<file path="src/design/psr_pkg.sv">
// Shared types and constants of the packet sequence reassembler.
`timescale 1ns / 1ps
`default_nettype none
package psr_pkg;

    localparam int unsigned CFG_INDEX_W = 8;
    localparam int unsigned CFG_DATA_W  = 16;

    localparam logic [CFG_INDEX_W-1:0] REG_RELIABLE_MODE   = 8'd0;
    localparam logic [CFG_INDEX_W-1:0] REG_BUFFER_CAPACITY = 8'd1;

    localparam logic [15:0] CAPACITY_RESET = 16'd4096;

    typedef enum logic [2:0] {
        ST_ACCEPT  = 3'd0,
        ST_FIRST   = 3'd1,
        ST_REPEAT  = 3'd2,
        ST_MISSED  = 3'd3,
        ST_OMIT    = 3'd4,
        ST_SMALL   = 3'd5,
        ST_TIMEOUT = 3'd6
    } status_t;

    typedef enum logic [1:0] {
        DONE_CONTINUE = 2'd0,
        DONE_OK       = 2'd1,
        DONE_ERROR    = 2'd2
    } done_t;

    typedef enum logic {
        KIND_DATA    = 1'b0,
        KIND_TIMEOUT = 1'b1
    } kind_t;

    typedef struct packed {
        logic        kind;
        logic [7:0]  pkt_count;
        logic        first_flag;
        logic        last_flag;
        logic [10:0] byte_len;
    } psr_in_t;

    typedef struct packed {
        logic [2:0]  status;
        logic        ack_send;
        logic [7:0]  ack_count;
        logic        write_enable;
        logic [15:0] write_offset;
        logic [1:0]  sequence_done;
        logic [15:0] total_bytes;
    } psr_out_t;

    typedef struct packed {
        logic        reliable_mode;
        logic [15:0] buffer_capacity;
        logic        cap_load;
        logic [15:0] cap_value;
    } psr_cfg_t;

endpackage
`default_nettype wire

</file>
<file path="src/design/psr_cfg_regs.sv">
// Configuration registers of the packet sequence reassembler.
`timescale 1ns / 1ps
`default_nettype none
module psr_cfg_regs
    import psr_pkg::*;
(
    input  wire logic                   aclk,
    input  wire logic                   aresetn,
    input  wire logic                   cfg_valid,
    output logic                        cfg_ready,
    input  wire logic [CFG_INDEX_W-1:0] cfg_index,
    input  wire logic [CFG_DATA_W-1:0]  cfg_data,
    output psr_cfg_t                    cfg
);

    logic        reliable_reg;
    logic [15:0] capacity_reg;
    logic        wr_mode;
    logic        wr_cap;

    assign cfg_ready = 1'b1;
    assign wr_mode   = cfg_valid && (cfg_index == REG_RELIABLE_MODE);
    assign wr_cap    = cfg_valid && (cfg_index == REG_BUFFER_CAPACITY);

    always_ff @(posedge aclk) begin
        if (!aresetn) begin
            reliable_reg <= 1'b0;
            capacity_reg <= CAPACITY_RESET;
        end else begin
            if (wr_mode) begin
                reliable_reg <= cfg_data[0];
            end
            if (wr_cap) begin
                capacity_reg <= cfg_data[15:0];
            end
        end
    end

    always_comb begin
        cfg.reliable_mode   = reliable_reg;
        cfg.buffer_capacity = capacity_reg;
        cfg.cap_load        = wr_cap;
        cfg.cap_value       = cfg_data[15:0];
    end

endmodule
`default_nettype wire

</file>
<file path="src/design/psr_core.sv">
// Sequence state and per-word classification of the packet sequence reassembler.
`timescale 1ns / 1ps
`default_nettype none
module psr_core
    import psr_pkg::*;
#(
    parameter int unsigned MAX_PAYLOAD = 1024
) (
    input  wire logic     aclk,
    input  wire logic     aresetn,
    input  wire logic     step,
    input  psr_in_t       in_word,
    input  psr_cfg_t      cfg,
    output psr_out_t      result
);

    localparam logic [15:0] MaxPayload = 16'(MAX_PAYLOAD);

    logic        started_reg,  started_next;
    logic        cvalid_reg,   cvalid_next;
    logic [7:0]  last_cnt_reg, last_cnt_next;
    logic [15:0] fill_reg,     fill_next;
    logic [15:0] space_reg,    space_next;

    always_comb begin
        logic [7:0]  dc;
        logic [15:0] size;
        logic [15:0] new_fill;
        logic        store;
        logic        idle;
        status_t     status;
        done_t       done;

        dc       = in_word.pkt_count - last_cnt_reg;
        size     = {5'd0, in_word.byte_len};
        new_fill = fill_reg + size;
        store    = 1'b0;
        idle     = 1'b0;
        status   = ST_OMIT;
        done     = DONE_CONTINUE;

        started_next  = started_reg;
        cvalid_next   = cvalid_reg;
        last_cnt_next = last_cnt_reg;
        fill_next     = fill_reg;
        space_next    = space_reg;

        result.ack_send      = 1'b0;
        result.ack_count     = 8'd0;
        result.write_enable  = 1'b0;
        result.write_offset  = 16'd0;
        result.total_bytes   = 16'd0;

        if (in_word.kind == KIND_TIMEOUT) begin
            status = ST_TIMEOUT;
            done   = DONE_ERROR;
            idle   = 1'b1;
        end else if (!cvalid_reg) begin
            if (in_word.first_flag) begin
                status = ST_FIRST;
                store  = 1'b1;
            end
        end else if (dc == 8'd0) begin
            status = ST_REPEAT;
            if (cfg.reliable_mode) begin
                result.ack_send  = 1'b1;
                result.ack_count = in_word.pkt_count;
            end
        end else if (dc != 8'd1) begin
            status = ST_MISSED;
            idle   = !cfg.reliable_mode;
        end else begin
            status = ST_ACCEPT;
            store  = 1'b1;
        end

        if (store) begin
            if (size > MaxPayload || size > space_reg) begin
                status = ST_SMALL;
                done   = DONE_ERROR;
                idle   = 1'b1;
            end else begin
                if (status == ST_FIRST) begin
                    started_next  = 1'b1;
                    cvalid_next   = 1'b1;
                    last_cnt_next = 8'd0;
                end else begin
                    last_cnt_next = last_cnt_reg + 8'd1;
                end
                if (cfg.reliable_mode) begin
                    result.ack_send  = 1'b1;
                    result.ack_count = in_word.pkt_count;
                end
                result.write_enable = 1'b1;
                result.write_offset = fill_reg;
                fill_next           = new_fill;
                space_next          = space_reg - size;
                if (in_word.last_flag) begin
                    done               = DONE_OK;
                    result.total_bytes = new_fill;
                    idle               = 1'b1;
                end
            end
        end

        if (idle) begin
            started_next  = 1'b0;
            cvalid_next   = 1'b0;
            last_cnt_next = 8'd0;
            fill_next     = 16'd0;
            space_next    = cfg.buffer_capacity;
        end

        result.status        = status;
        result.sequence_done = done;
    end

    always_ff @(posedge aclk) begin
        if (!aresetn) begin
            started_reg  <= 1'b0;
            cvalid_reg   <= 1'b0;
            last_cnt_reg <= 8'd0;
            fill_reg     <= 16'd0;
            space_reg    <= CAPACITY_RESET;
        end else if (step) begin
            started_reg  <= started_next;
            cvalid_reg   <= cvalid_next;
            last_cnt_reg <= last_cnt_next;
            fill_reg     <= fill_next;
            space_reg    <= space_next;
        end else if (cfg.cap_load && !started_reg) begin
            space_reg    <= cfg.cap_value;
        end
    end

endmodule
`default_nettype wire

</file>
<file path="src/design/packet_sequence_reassembler.sv">
// Top level of the packet sequence reassembler.
// Usage:
//   s_ channel: one word per packet header (kind = data) or receive timeout
//   (kind = timeout). m_ channel: exactly one result word per input word, in
//   order: status, ack request, write offset, end-of-sequence code and total.
//   cfg channel: index 0 sets reliable mode, index 1 the buffer capacity;
//   other indexes are ignored. Write it only while no word is in flight.
//   A capacity write reaches the free-space count at once when no sequence
//   is open, otherwise at the next return to idle.
// Timing:
//   A word moves through an input register and a result register: the
//   result is valid once the word has passed both and holds until taken.
//   One word is taken per cycle while the result is not stalled; the
//   classification and offset add sit between the two registers, with the
//   sequence state updated at the same edge.
// Reset (aresetn low, synchronous): both registers empty, no sequence open,
//   reliable mode off, capacity 4096.
// Stall: while m_ready is low the result holds; the input register still
//   takes one word, then s_ready drops until the result is taken.
`timescale 1ns / 1ps
`default_nettype none
module packet_sequence_reassembler
    import psr_pkg::*;
#(
    parameter int unsigned MAX_PAYLOAD = 1024
) (
    input  wire logic                   aclk,
    input  wire logic                   aresetn,
    input  wire logic                   s_valid,
    output logic                        s_ready,
    input  psr_in_t                     s_data,
    output logic                        m_valid,
    input  wire logic                   m_ready,
    output psr_out_t                    m_data,
    input  wire logic                   cfg_valid,
    output logic                        cfg_ready,
    input  wire logic [CFG_INDEX_W-1:0] cfg_index,
    input  wire logic [CFG_DATA_W-1:0]  cfg_data
);

    psr_cfg_t cfg;
    psr_out_t result;
    psr_in_t  in_data_reg;
    psr_out_t out_data_reg;
    logic     in_valid_reg;
    logic     out_valid_reg;
    logic     advance;
    logic     step;

    assign advance = !out_valid_reg || m_ready;
    assign step    = in_valid_reg && advance;
    assign s_ready = !in_valid_reg || advance;
    assign m_valid = out_valid_reg;
    assign m_data  = out_data_reg;

    psr_cfg_regs u_cfg (
        .aclk      (aclk),
        .aresetn   (aresetn),
        .cfg_valid (cfg_valid),
        .cfg_ready (cfg_ready),
        .cfg_index (cfg_index),
        .cfg_data  (cfg_data),
        .cfg       (cfg)
    );

    psr_core #(
        .MAX_PAYLOAD (MAX_PAYLOAD)
    ) u_core (
        .aclk    (aclk),
        .aresetn (aresetn),
        .step    (step),
        .in_word (in_data_reg),
        .cfg     (cfg),
        .result  (result)
    );

    always_ff @(posedge aclk) begin
        if (!aresetn) begin
            in_valid_reg  <= 1'b0;
            out_valid_reg <= 1'b0;
        end else begin
            if (s_ready) begin
                in_valid_reg <= s_valid;
            end
            if (advance) begin
                out_valid_reg <= in_valid_reg;
            end
        end
    end

    always_ff @(posedge aclk) begin
        if (s_ready && s_valid) begin
            in_data_reg <= s_data;
        end
        if (step) begin
            out_data_reg <= result;
        end
    end

endmodule
`default_nettype wire

</file>
<file path="config.mk">
export PLATFORM = sky130hd
export DESIGN_NAME = packet_sequence_reassembler
export DESIGN_NICKNAME = d
export VERILOG_FILES = /design/src/design/psr_pkg.sv /design/src/design/psr_cfg_regs.sv /design/src/design/psr_core.sv /design/src/design/packet_sequence_reassembler.sv
export SDC_FILE = /design/constraint.sdc
export NUM_CORES = 1
export LEC_CHECK = 0
export BUFFER_PORTS_ARGS = -buffer_cell sky130_fd_sc_hd__buf_4
export CORE_MARGIN = 1.5
export CORE_UTILIZATION = 35
export CTS_CLUSTER_SIZE = 12
export DETAILED_ROUTE_END_ITERATION = 10
export MAX_ROUTING_LAYER = met4
export SKIP_CTS_REPAIR_TIMING = 1
export SLEW_MARGIN = 20
export SYNTH_ARGS = -nofsm -noshare
export SYNTH_HDL_FRONTEND = slang
export SYNTH_SLANG_ARGS = --single-unit
</file>
<file path="constraint.sdc">
create_clock -name aclk -period 5.4 [get_ports aclk]
set_input_delay 1.35 -clock aclk [delete_from_list [all_inputs] [get_ports aclk]]
set_output_delay 1.35 -clock aclk [all_outputs]
set_load 0.1 [all_outputs]
</file>
==> flow_metrics.tcl, run 1 <==
set metrics [dict create \
    clk-insertion-delay-late_ns 0.43 \
    r2r-start "in_data_reg[13]" \
    synthDistinctLibCells 65 \
    firstDrtPassIters 6 \
    viasPerCell 5.20 \
    rsz0062_at_grt "false" \
    worstPathCellList "inv_1 -> ha_1 -> fa_1 -> or3b_1 -> nor4_1 -> or3_1 -> o2111ai_1 -> o31ai_2 -> a31oi_1 -> buf_4 -> nor2_1 -> a21oi_1 -> a211oi_1" \
    first_global_vias 4879 \
    clockRootBuffer "clkbuf_16" \
    cp.arrival_ns 4.14 \
    synth_area_um2 6670 \
    die_h_um 141 \
    ys_ff_latch 129 \
    critPathMaxFanout 14 \
    fp.dieW_um 141 \
    reg2regPathDepth 13 \
    slowest_stage "nor2_1" \
    numCtsBuffers 17 \
    synth_edf_count 69 \
    final_layout_size_suffix_gt1_frac 0.200 \
    cap_violations 0 \
    rrSetupSlack_ns 1.59 \
    area_growth_pct 24.2 \
    max_freq_mhz 263 \
    overflow 0 \
    power_density_nw_per_um2 327 \
    fin_nets 847 \
    critical_path_class "flop to flop" \
    fp.dieArea_um2 19900 \
    diodes 0 \
    cts_sinks 129 \
    gp_congestion 0.891 \
    syn_inst 664 \
    tritoncts "done" \
    ir_worst_vdd_mv 0.191 \
    io_buffers 99 \
    drtIter0Drc 379 \
    worst_pin_slew_ns 1.01 \
    ctsLongestPathBuffers 2 \
    fin_area_um2 8280 \
    setup_tns_ns 0 \
    path_delay_family "simple AND/OR/NAND/NOR gates" \
    fin_util 0.443 \
    worstSetupStartpointType "flop" \
    largest_reg_flops 47 \
    ant_nets 0 \
    slowest_delay_ns 0.79 \
    drc_errors 0 \
    yosysTopAreaCell "edfxtp_1" \
    min_to "u_core.space_reg[3]" \
    path_buf_inv 2 \
    timing.final.crit_share 0.705 \
    place_hpwl_mm 11.4 \
    hold_viol 0 \
    switching_share 0.265 \
    period_needed_ns 3.81 \
    max-slew-margin-rel 0.326 \
    n_fill_cell 1761 \
    seq_power_share 0.405 \
    initial_core_util 0.356 \
    p_leak_uw 0.00333 \
    yosys_warnings 0 \
    rows 50 \
    min_path_cells 2 \
    setup_viol 0 \
    h-tree-depth 4 \
    clock_skew_ns 0.0140 \
    yosysTopAreaCellShare 0.311 \
    synthFlopType "edfxtp_1" \
    clkPwrFrac 0.453 \
    synth.most_common_cell "edfxtp_1" \
    ios 101 \
    synth.area.top_cells "edfxtp_1 31%, dfxtp_1 18%, ha_1 5.6%, nor2_1 3.6%, a21oi_1 3.0%" \
    slew_violations 0 \
    core_um2 18700 \
    routed_wl_mm 15.9 \
    switching_power_uw 718 \
    synth.avg_cell_area_um2 10.0 \
    hold_ws_ns 0.477 \
    reg2reg_to "u_core.space_reg[2]" \
    min_from "u_core.space_reg[3]" \
    synth-async-reset-ratio 0 \
    p_int_uw 1990 \
    placed_area_um2 7640 \
    grt_pass1_wl_mm 25.8 \
    postSynthNetCount 748 \
    antenna_found_initial 0 \
    synth_common_cells "69 x edfxtp_1, 64 x nor2_1, 60 x dfxtp_1, 40 x a21oi_1, 35 x nand3_1" \
    end_kind "flop" \
    dr_total_vias 5254 \
    wl_per_cell_um 15.7 \
    grt_max_degree 62 \
    track_usage 0.172 \
    crit_required_ns 5.73 \
    hp-class "flop to flop" \
    combPwrFrac 0.142 \
    finalPower_uw 2710 \
    cts.clk_slew.worst_paths_ns 0.06 \
    outcome "completed" \
    synth_seq_area_share 0.491 \
]
[placed cells by master, fill, tap and decap left out, types with 3 or more instances in the layout]
cell        instances
mux2i_1            20
ha_1               30
o21ai_0            20
nor4_1              8
a211oi_1            4
inv_1              32
a2bb2oi_1           7
nor3_1             31
o41ai_1             9
buf_4             107
a21o_1              6
a22oi_1             6
a21oi_1            40
edfxtp_1           69
a31o_2              3
inv_6               3
and3_1              5
xnor2_1            19
or3_1              10
clkinvlp_4          3
and2_1             27
bufinv_16           4
clkinv_1            3
xor2_1              8
o21a_1             11
clkbuf_16          17
dfxtp_1            60
fa_1                3
nand4_1             4
nor2_1             64
nand2_1            32
a31oi_1            12
nand2b_1            6
nor2b_1            12
o31a_1              4
nand3_1            35
[kinds of logic (layout without fill, tap and decap cells)]
group | Yosys count | after routing | share of synthesized area
AO/OA/AOI/OAI | 144 | 144 | 0.151
XOR/XNOR | 27 | 27 | 0.0355
adder cells (fa/ha/maj) | 33 | 33 | 0.0653
other | 1 | 1 | 0.000563
flip-flops | 129 | 129 | 0.491
buffers and inverters | 61 | 173 | 0.0368
multiplexers | 20 | 20 | 0.0300
AND/OR/NAND/NOR | 249 | 249 | 0.190
[per-stage QoR]
stage	std cells	worst slack [ns]
after detailed placement	978	1.64
after global routing	1010	1.29
after floorplan	664	1.55
after global placement	978	1.78
after CTS	1010	1.61
final	1010	1.59
[worst max-delay path by stage]
stage,startpoint,cells past startpoint,endpoint,slack (ns)
6_report,in_data_reg[13],13,u_core.space_reg[2],1.59
2_1_floorplan,m_ready,7,u_core.space_reg[1],1.55
4_1_cts,in_data_reg[13],13,u_core.space_reg[2],1.61
5_1_grt,in_data_reg[13],13,u_core.space_reg[2],1.29
3_5_place_dp,in_data_reg[13],13,u_core.space_reg[2],1.64
3_3_place_gp,in_data_reg[13],13,u_core.space_reg[1],1.78
[cell type report]
cell class | instances | area, um2 | share of cell area
flip-flops and latches | 129 | 3270 | 0.395
multi-input cells | 474 | 3150 | 0.380
repair buffers | 107 | 803 | 0.0970
clock buffers | 19 | 453 | 0.0547
well taps | 234 | 293 | 0.0354
clock inverters | 13 | 181 | 0.0219
inverters | 34 | 128 | 0.0154
[metal layers]
metal / routed length, um / track usage / vias up
li1: - / - / 2637
met4: 299 / 0.0696 / 0
met2: 7080 / 0.252 / 145
met1: 7880 / 0.235 / 2457
met3: 642 / 0.0313 / 15
met5: 0 / - / -
[worst min-delay path: cells and delay by family, from the launching register on]
kind | cells | cell delay [ns]
AND/OR/NAND/NOR | 1 | 0.06
AO/OA/AOI/OAI | 1 | 0.05
flip-flops | 1 | 0.32
[power groups by stage]
stage          logic (uW)  clock network (uW)  registers [uW]
2_1_floorplan         179                   0            1220
3_3_place_gp          385                   0            1120
3_5_place_dp          385                   0            1120
4_1_cts               387                1250            1100
5_1_grt               417                1290            1100
6_report              386                1230            1100
Note: power is estimated with default switching activity, not from simulation.
==> inputs of run 2 (changes only) <==
--- a/config.mk
+++ b/config.mk
@@ -5,6 +5,7 @@
 export SDC_FILE = /design/constraint.sdc
 export NUM_CORES = 1
 export LEC_CHECK = 0
+export ABC_AREA = 1
 export BUFFER_PORTS_ARGS = -buffer_cell sky130_fd_sc_hd__buf_4
 export CORE_MARGIN = 1.5
 export CORE_UTILIZATION = 35
==> constraint.sdc (replaced) <==
create_clock -name aclk -period 3.6 [get_ports aclk]
set_input_delay 0.9 -clock aclk [delete_from_list [all_inputs] [get_ports aclk]]
set_output_delay 0.9 -clock aclk [all_outputs]
set_load 0.1 [all_outputs]
==> run 2 against run 1 <==
Against the previous run:
- count of clock-buffer cells in the layout is 3 higher
- critical path type unchanged
- critical path depth increased by 6
- power rose by 43%
- sequential power is 49% higher
- non-clock buffer count grew 1
- sequential share of layout area is 2.1 points lower
- first-iteration DRC count decreased by 4.0%
- synthesized cell count is 36% higher
- wire length increased by 8.7%
- sequential cell count is the same
==> flow_metrics.tcl, run 2 <==
set metrics [dict create \
    routed_wl_mm 17.3 \
    ys_ff_latch 129 \
    reg2regPathDepth 19 \
    firstDrtPassIters 7 \
    yosysTopAreaCellShare 0.288 \
    worstSetupStartpointType "flop" \
    diodes 0 \
    switching_share 0.290 \
    die_h_um 146 \
    p_leak_uw 0.00388 \
    synth_seq_area_share 0.454 \
    placed_area_um2 8190 \
    synth.area.top_cells "edfxtp_1 29%, dfxtp_1 17%, nand2_1 10%, nor2_1 6.7%, inv_1 6.1%" \
    hold_viol 0 \
    crit_required_ns 3.95 \
    cp-startpoint "in_data_reg[13]" \
    end_kind "flop" \
    synth.most_common_cell "nand2_1" \
    viasPerCell 4.59 \
    drc_errors 0 \
    fin_area_um2 8740 \
    ios 101 \
    rows 52 \
    outcome "completed" \
    combPwrFrac 0.168 \
    seq_power_share 0.423 \
    rsz0062_at_grt "false" \
    grt_pass1_wl_mm 28.3 \
    period_needed_ns 3.07 \
    clock_skew_ns 0.0169 \
    largest_reg_flops 47 \
    route.met3.wl_um 623 \
    synth_compound_area_frac 0.0886 \
    wl_met1_mm 8.39 \
    critPathMaxFanout 28 \
    synthFlopType "edfxtp_1" \
    r2r-start "in_data_reg[13]" \
    synthDistinctLibCells 43 \
    track_usage 0.172 \
    slew_violations 0 \
    fin_nets 1083 \
    io_buffers 99 \
    ant_nets 0 \
    hp-class "flop to flop" \
    h-tree-depth 4 \
    synthAdderAreaFrac 0.0604 \
    max-slew-margin-rel 0.581 \
    first_global_vias 5564 \
    synth_edf_count 69 \
    area_growth_pct 21.3 \
    gp_congestion 0.890 \
    place_hpwl_mm 12.9 \
    clkPwrFrac 0.410 \
    ir_worst_vdd_mv 0.350 \
    overflow 0 \
    fp.dieW_um 146 \
    final_common_cell "nand2_1" \
    grt_max_degree 37 \
    antenna_found_initial 0 \
    tritoncts "done" \
    core_um2 20200 \
    cp.arrival_ns 3.41 \
    synth_xor_area_frac 0.0353 \
    top_layer "met4" \
    critical_path_class "flop to flop" \
    cap_violations 0 \
    min_from "u_core.fill_reg[14]" \
    clockRootBuffer "clkbuf_16" \
    drtIter0Drc 364 \
    max_freq_mhz 326 \
    clk-insertion-delay-late_ns 0.43 \
    min_path_cells 2 \
    setup_tns_ns 0 \
    yosysTopAreaCell "edfxtp_1" \
    setup_viol 0 \
    fp.dieArea_um2 21500 \
    synth.avg_cell_area_um2 8.00 \
    fin_util 0.432 \
    timing.final.crit_share 0.853 \
    synth_top_family_by_area "simple AND/OR/NAND/NOR gates" \
    numCtsBuffers 17 \
    wl_per_cell_um 13.5 \
    syn_inst 900 \
    p_int_uw 2750 \
    wl_met2_mm 7.97 \
    synth-async-reset-ratio 0 \
    cts.clk_slew.worst_paths_ns 0.06 \
    place_ws_ns 0.549 \
    muxShareOfSynthArea 0 \
    dr_total_vias 5881 \
    finalPower_uw 3880 \
    postSynthNetCount 984 \
    initial_core_util 0.356 \
    worst_pin_slew_ns 0.628 \
    final_layout_size_suffix_gt1_frac 0.193 \
    power_density_nw_per_um2 444 \
    ctsLongestPathBuffers 2 \
    yosys.area_share.simple 0.276 \
    final_cell_mix "195 x nand2_1, 129 x nor2_1, 116 x inv_1" \
    cts_sinks 129 \
    yosys_warnings 0 \
    fin_ws_ns 0.531 \
    switching_power_uw 1120 \
    synth_area_um2 7200 \
    synth_common_cells "195 x nand2_1, 129 x nor2_1, 117 x inv_1, 69 x edfxtp_1, 66 x nand3_1" \
]
run 2: cell types whose count changed after synthesis, moves of 13 or more:
cell     previous run  this run
inv_1              32       117
xor2_1              8        22
mux2i_1            20         0
nand2_1            32       195
nand3_1            35        66
nor2_1             64       129
nand2_2             1        14
and2_1             27         0
nor3_1             31         4
run 2: routing by layer:
metal | vias up | global-route usage
met5 | - | -
met4 | 0 | 0.0652
met3 | 25 | 0.0294
met2 | 128 | 0.266
met1 | 2631 | 0.227
li1 | 3097 | -
run 2: worst paths after layout:
kind,end,slack [ns]
worst min register to register,u_core.fill_reg[14],0.47
worst max-delay path,u_core.last_cnt_reg[2],0.53
worst min-delay path,u_core.fill_reg[14],0.47
worst max register to register,u_core.last_cnt_reg[2],0.53
run 2: area by class of cell:
cell class / count / area [um2]
Fill cell: 2026 / 11500
Multi-Input combinational cell: 623 / 3320
Sequential cell: 129 / 3270
Timing Repair Buffer: 108 / 811
Clock buffer: 22 / 485
Inverter: 120 / 450
Tap cell: 270 / 338
Clock inverter: 10 / 57.6
run 2: cells by family after synthesis:
logic type / after synthesis
buffers and inverters: 148
AO/OA/AOI/OAI: 111
adder cells (fa/ha/maj): 33
XOR/XNOR: 29
other: 1
AND/OR/NAND/NOR: 449
flip-flops: 129
run 2: power groups by stage:
stage / sequential (uW) / clock (uW) / combinational (uW)
floorplan: 1810 / 0 / 342
global placement: 1670 / 0 / 649
detailed placement: 1670 / 0 / 647
CTS: 1640 / 1630 / 651
global route: 1640 / 1690 / 714
finish: 1640 / 1590 / 650
run 2: worst max-delay path, stage by stage, from the launching register on:
cell,delay (ns)
edfxtp_1,0.32
inv_1,0.06
ha_1,0.22
fa_1,0.41
inv_1,0.07
nand2_1,0.04
nand2_1,0.08
nand3_1,0.09
nand3_1,0.08
nand2_1,0.06
nor2_2,0.15
nand3_1,0.15
nand2_1,0.11
nand2_2,0.08
nand2_8,0.19
nand2_1,0.30
buf_4,0.29
nor2_1,0.09
nand2_1,0.06
a21oi_1,0.12
run 2: through the flow:
step	cells	hold slack, ns
3_5_place_dp	1250	0.457
3_3_place_gp	1250	0.455
5_1_grt	1282	0.491
6_report	1282	0.468
2_1_floorplan	900	0.443
4_1_cts	1282	0.467
==> inputs of run 3 (changes only) <==
--- a/config.mk
+++ b/config.mk
@@ -8,10 +8,11 @@
 export ABC_AREA = 1
 export BUFFER_PORTS_ARGS = -buffer_cell sky130_fd_sc_hd__buf_4
 export CORE_MARGIN = 1.5
-export CORE_UTILIZATION = 35
+export CORE_UTILIZATION = 58
 export CTS_CLUSTER_SIZE = 12
 export DETAILED_ROUTE_END_ITERATION = 10
 export MAX_ROUTING_LAYER = met4
+export PLACE_DENSITY = 0.81
 export SKIP_CTS_REPAIR_TIMING = 1
 export SLEW_MARGIN = 20
 export SYNTH_ARGS = -nofsm -noshare
==> run 3 against run 2 <==
Against the previous run:
- critical path depth did not move
- highest routed layer unchanged
- cell area down 1.8%
- worst setup slack lost 0.14 ns
- largest power group unchanged
==> flow_metrics.tcl, run 3 (synthesis gave the netlist of run 2 again) <==
set metrics [dict create \
    outcome "completed" \
    max_freq_mhz 312 \
    critPathMaxFanout 28 \
    min_path_cells 2 \
    drc_errors 0 \
    cp.arrival_ns 3.52 \
    end_kind "flop" \
    area_growth_pct 19.1 \
    setup_viol 0 \
    ctsLongestPathBuffers 2 \
    rows 40 \
    reg2reg_to "u_core.space_reg[8]" \
    worstSetupStartpointType "flop" \
    overflow 0 \
    fin_nets 1081 \
    antenna_found_initial 0 \
    worst_pin_slew_ns 1.00 \
    timing.final.crit_share 0.891 \
    fp.dieW_um 114 \
    viasPerCell 5.15 \
    grt_max_degree 39 \
    min_from "u_core.fill_reg[14]" \
    slew_violations 0 \
    max-slew-margin-rel 0.332 \
    critical_path_class "flop to flop" \
    grt_pass1_wl_mm 26.6 \
    rrSetupSlack_ns 0.39 \
    fin_cells 1178 \
    track_usage 0.270 \
    cap_violations 0 \
    place_ws_ns 0.544 \
    clk-insertion-delay-late_ns 0.42 \
    first_global_vias 5740 \
    power_density_nw_per_um2 446 \
    tritoncts "done" \
    hold_viol 0 \
    core_um2 12100 \
    min_to "u_core.fill_reg[14]" \
    numCtsBuffers 17 \
    h-tree-depth 4 \
    wl_per_cell_um 13.9 \
    reg2regPathDepth 19 \
    dr_total_vias 6062 \
    diodes 0 \
    cts_sinks 129 \
    final_layout_size_suffix_gt1_frac 0.188 \
    dp.cells 1146 \
    clockRootBuffer "clkbuf_16" \
    largest_reg_flops 47 \
    drtIter0Drc 407 \
    fp.dieArea_um2 13100 \
    ir_worst_vdd_mv 0.258 \
    place_hpwl_mm 11.9 \
    routed_wl_mm 16.4 \
    io_buffers 99 \
    hp-class "flop to flop" \
    initial_core_util 0.597 \
    cts.clk_slew.worst_paths_ns 0.06 \
    ios 101 \
    firstDrtPassIters 5 \
    ant_nets 0 \
    die_h_um 114 \
    period_needed_ns 3.21 \
    gp_congestion 0.956 \
    fin_ws_ns 0.393 \
    clock_skew_ns 0.00823 \
    final_cell_mix "195 x nand2_1, 129 x nor2_1, 116 x inv_1" \
    setup_tns_ns 0 \
    crit_required_ns 3.91 \
    rsz0062_at_grt "false" \
    final_common_cell "nand2_1" \
    p_leak_uw 0.00385 \
    r2r-start "in_data_reg[13]" \
    fin_util 0.712 \
    cp-startpoint "in_data_reg[13]" \
    hold_ws_ns 0.464 \
]
## run 3: cell count changes in the layout (fill, tap and decap cells not counted), sizes merged
| cell | before | now |
|---|---|---|
| clkinv | 7 | 8 |
| buf | 108 | 106 |
| clkinvlp | 0 | 3 |
| clkbuf | 22 | 20 |
| bufinv | 0 | 1 |
| inv | 123 | 120 |
## run 3: layout make-up
class	count	area, um2
Fill cell	963	3480
Timing Repair Buffer	106	796
Clock buffer	20	437
Inverter	120	450
Sequential cell	129	3270
Multi-Input combinational cell	623	3320
Tap cell	168	210
Clock inverter	12	93.8
## run 3: stage by stage
| stage | area, um2 | power (uW) |
|---|---|---|
| 3_5_place_dp | 8050 | 2310 |
| 2_1_floorplan | 7200 | 2150 |
| 5_1_grt | 8580 | 3990 |
| 3_3_place_gp | 8050 | 2300 |
| 6_report | 8580 | 3830 |
| 4_1_cts | 8580 | 3850 |
## run 3: power breakdown
| part | switching, uW | leakage [uW] | internal [uW] | total, uW |
|---|---|---|---|---|
| sequential | 31.3 | 0.00116 | 1610 | 1640 |
| clock | 605 | 0.000254 | 935 | 1540 |
| combinational | 454 | 0.00243 | 195 | 649 |
## run 3: worst max path at each step
stage                                      end  slack, ns  cells after the start
after floorplan           u_core.space_reg[12]       0.05                      9
after global placement    u_core.space_reg[15]       0.62                     18
after detailed placement   u_core.space_reg[8]       0.54                     18
after CTS                  u_core.space_reg[8]       0.45                     19
after global routing      u_core.space_reg[13]       0.14                     19
final                      u_core.space_reg[8]       0.39                     19
## run 3: metal layers
layer | up-vias | GRT usage | routed length [um]
met5 | - | - | 0
met4 | 0 | 0.0942 | 327
met3 | 34 | 0.0508 | 971
met2 | 203 | 0.440 | 7880
met1 | 2732 | 0.338 | 7200
li1 | 3093 | - | -
## run 3: critical path, cell delays in order (launching register included)
cell	delay, ns
edfxtp_1	0.33
inv_1	0.05
ha_1	0.22
fa_1	0.41
inv_1	0.07
nand2_1	0.04
nand2_1	0.07
nand3_1	0.09
nand3_1	0.09
nand2_1	0.08
nor2_2	0.16
nand3_1	0.15
nand2_1	0.11
nand2_2	0.09
nand2_8	0.20
nand2_1	0.48
nand2_1	0.22
nand2_1	0.07
a21oi_1	0.13
nor2_1	0.05
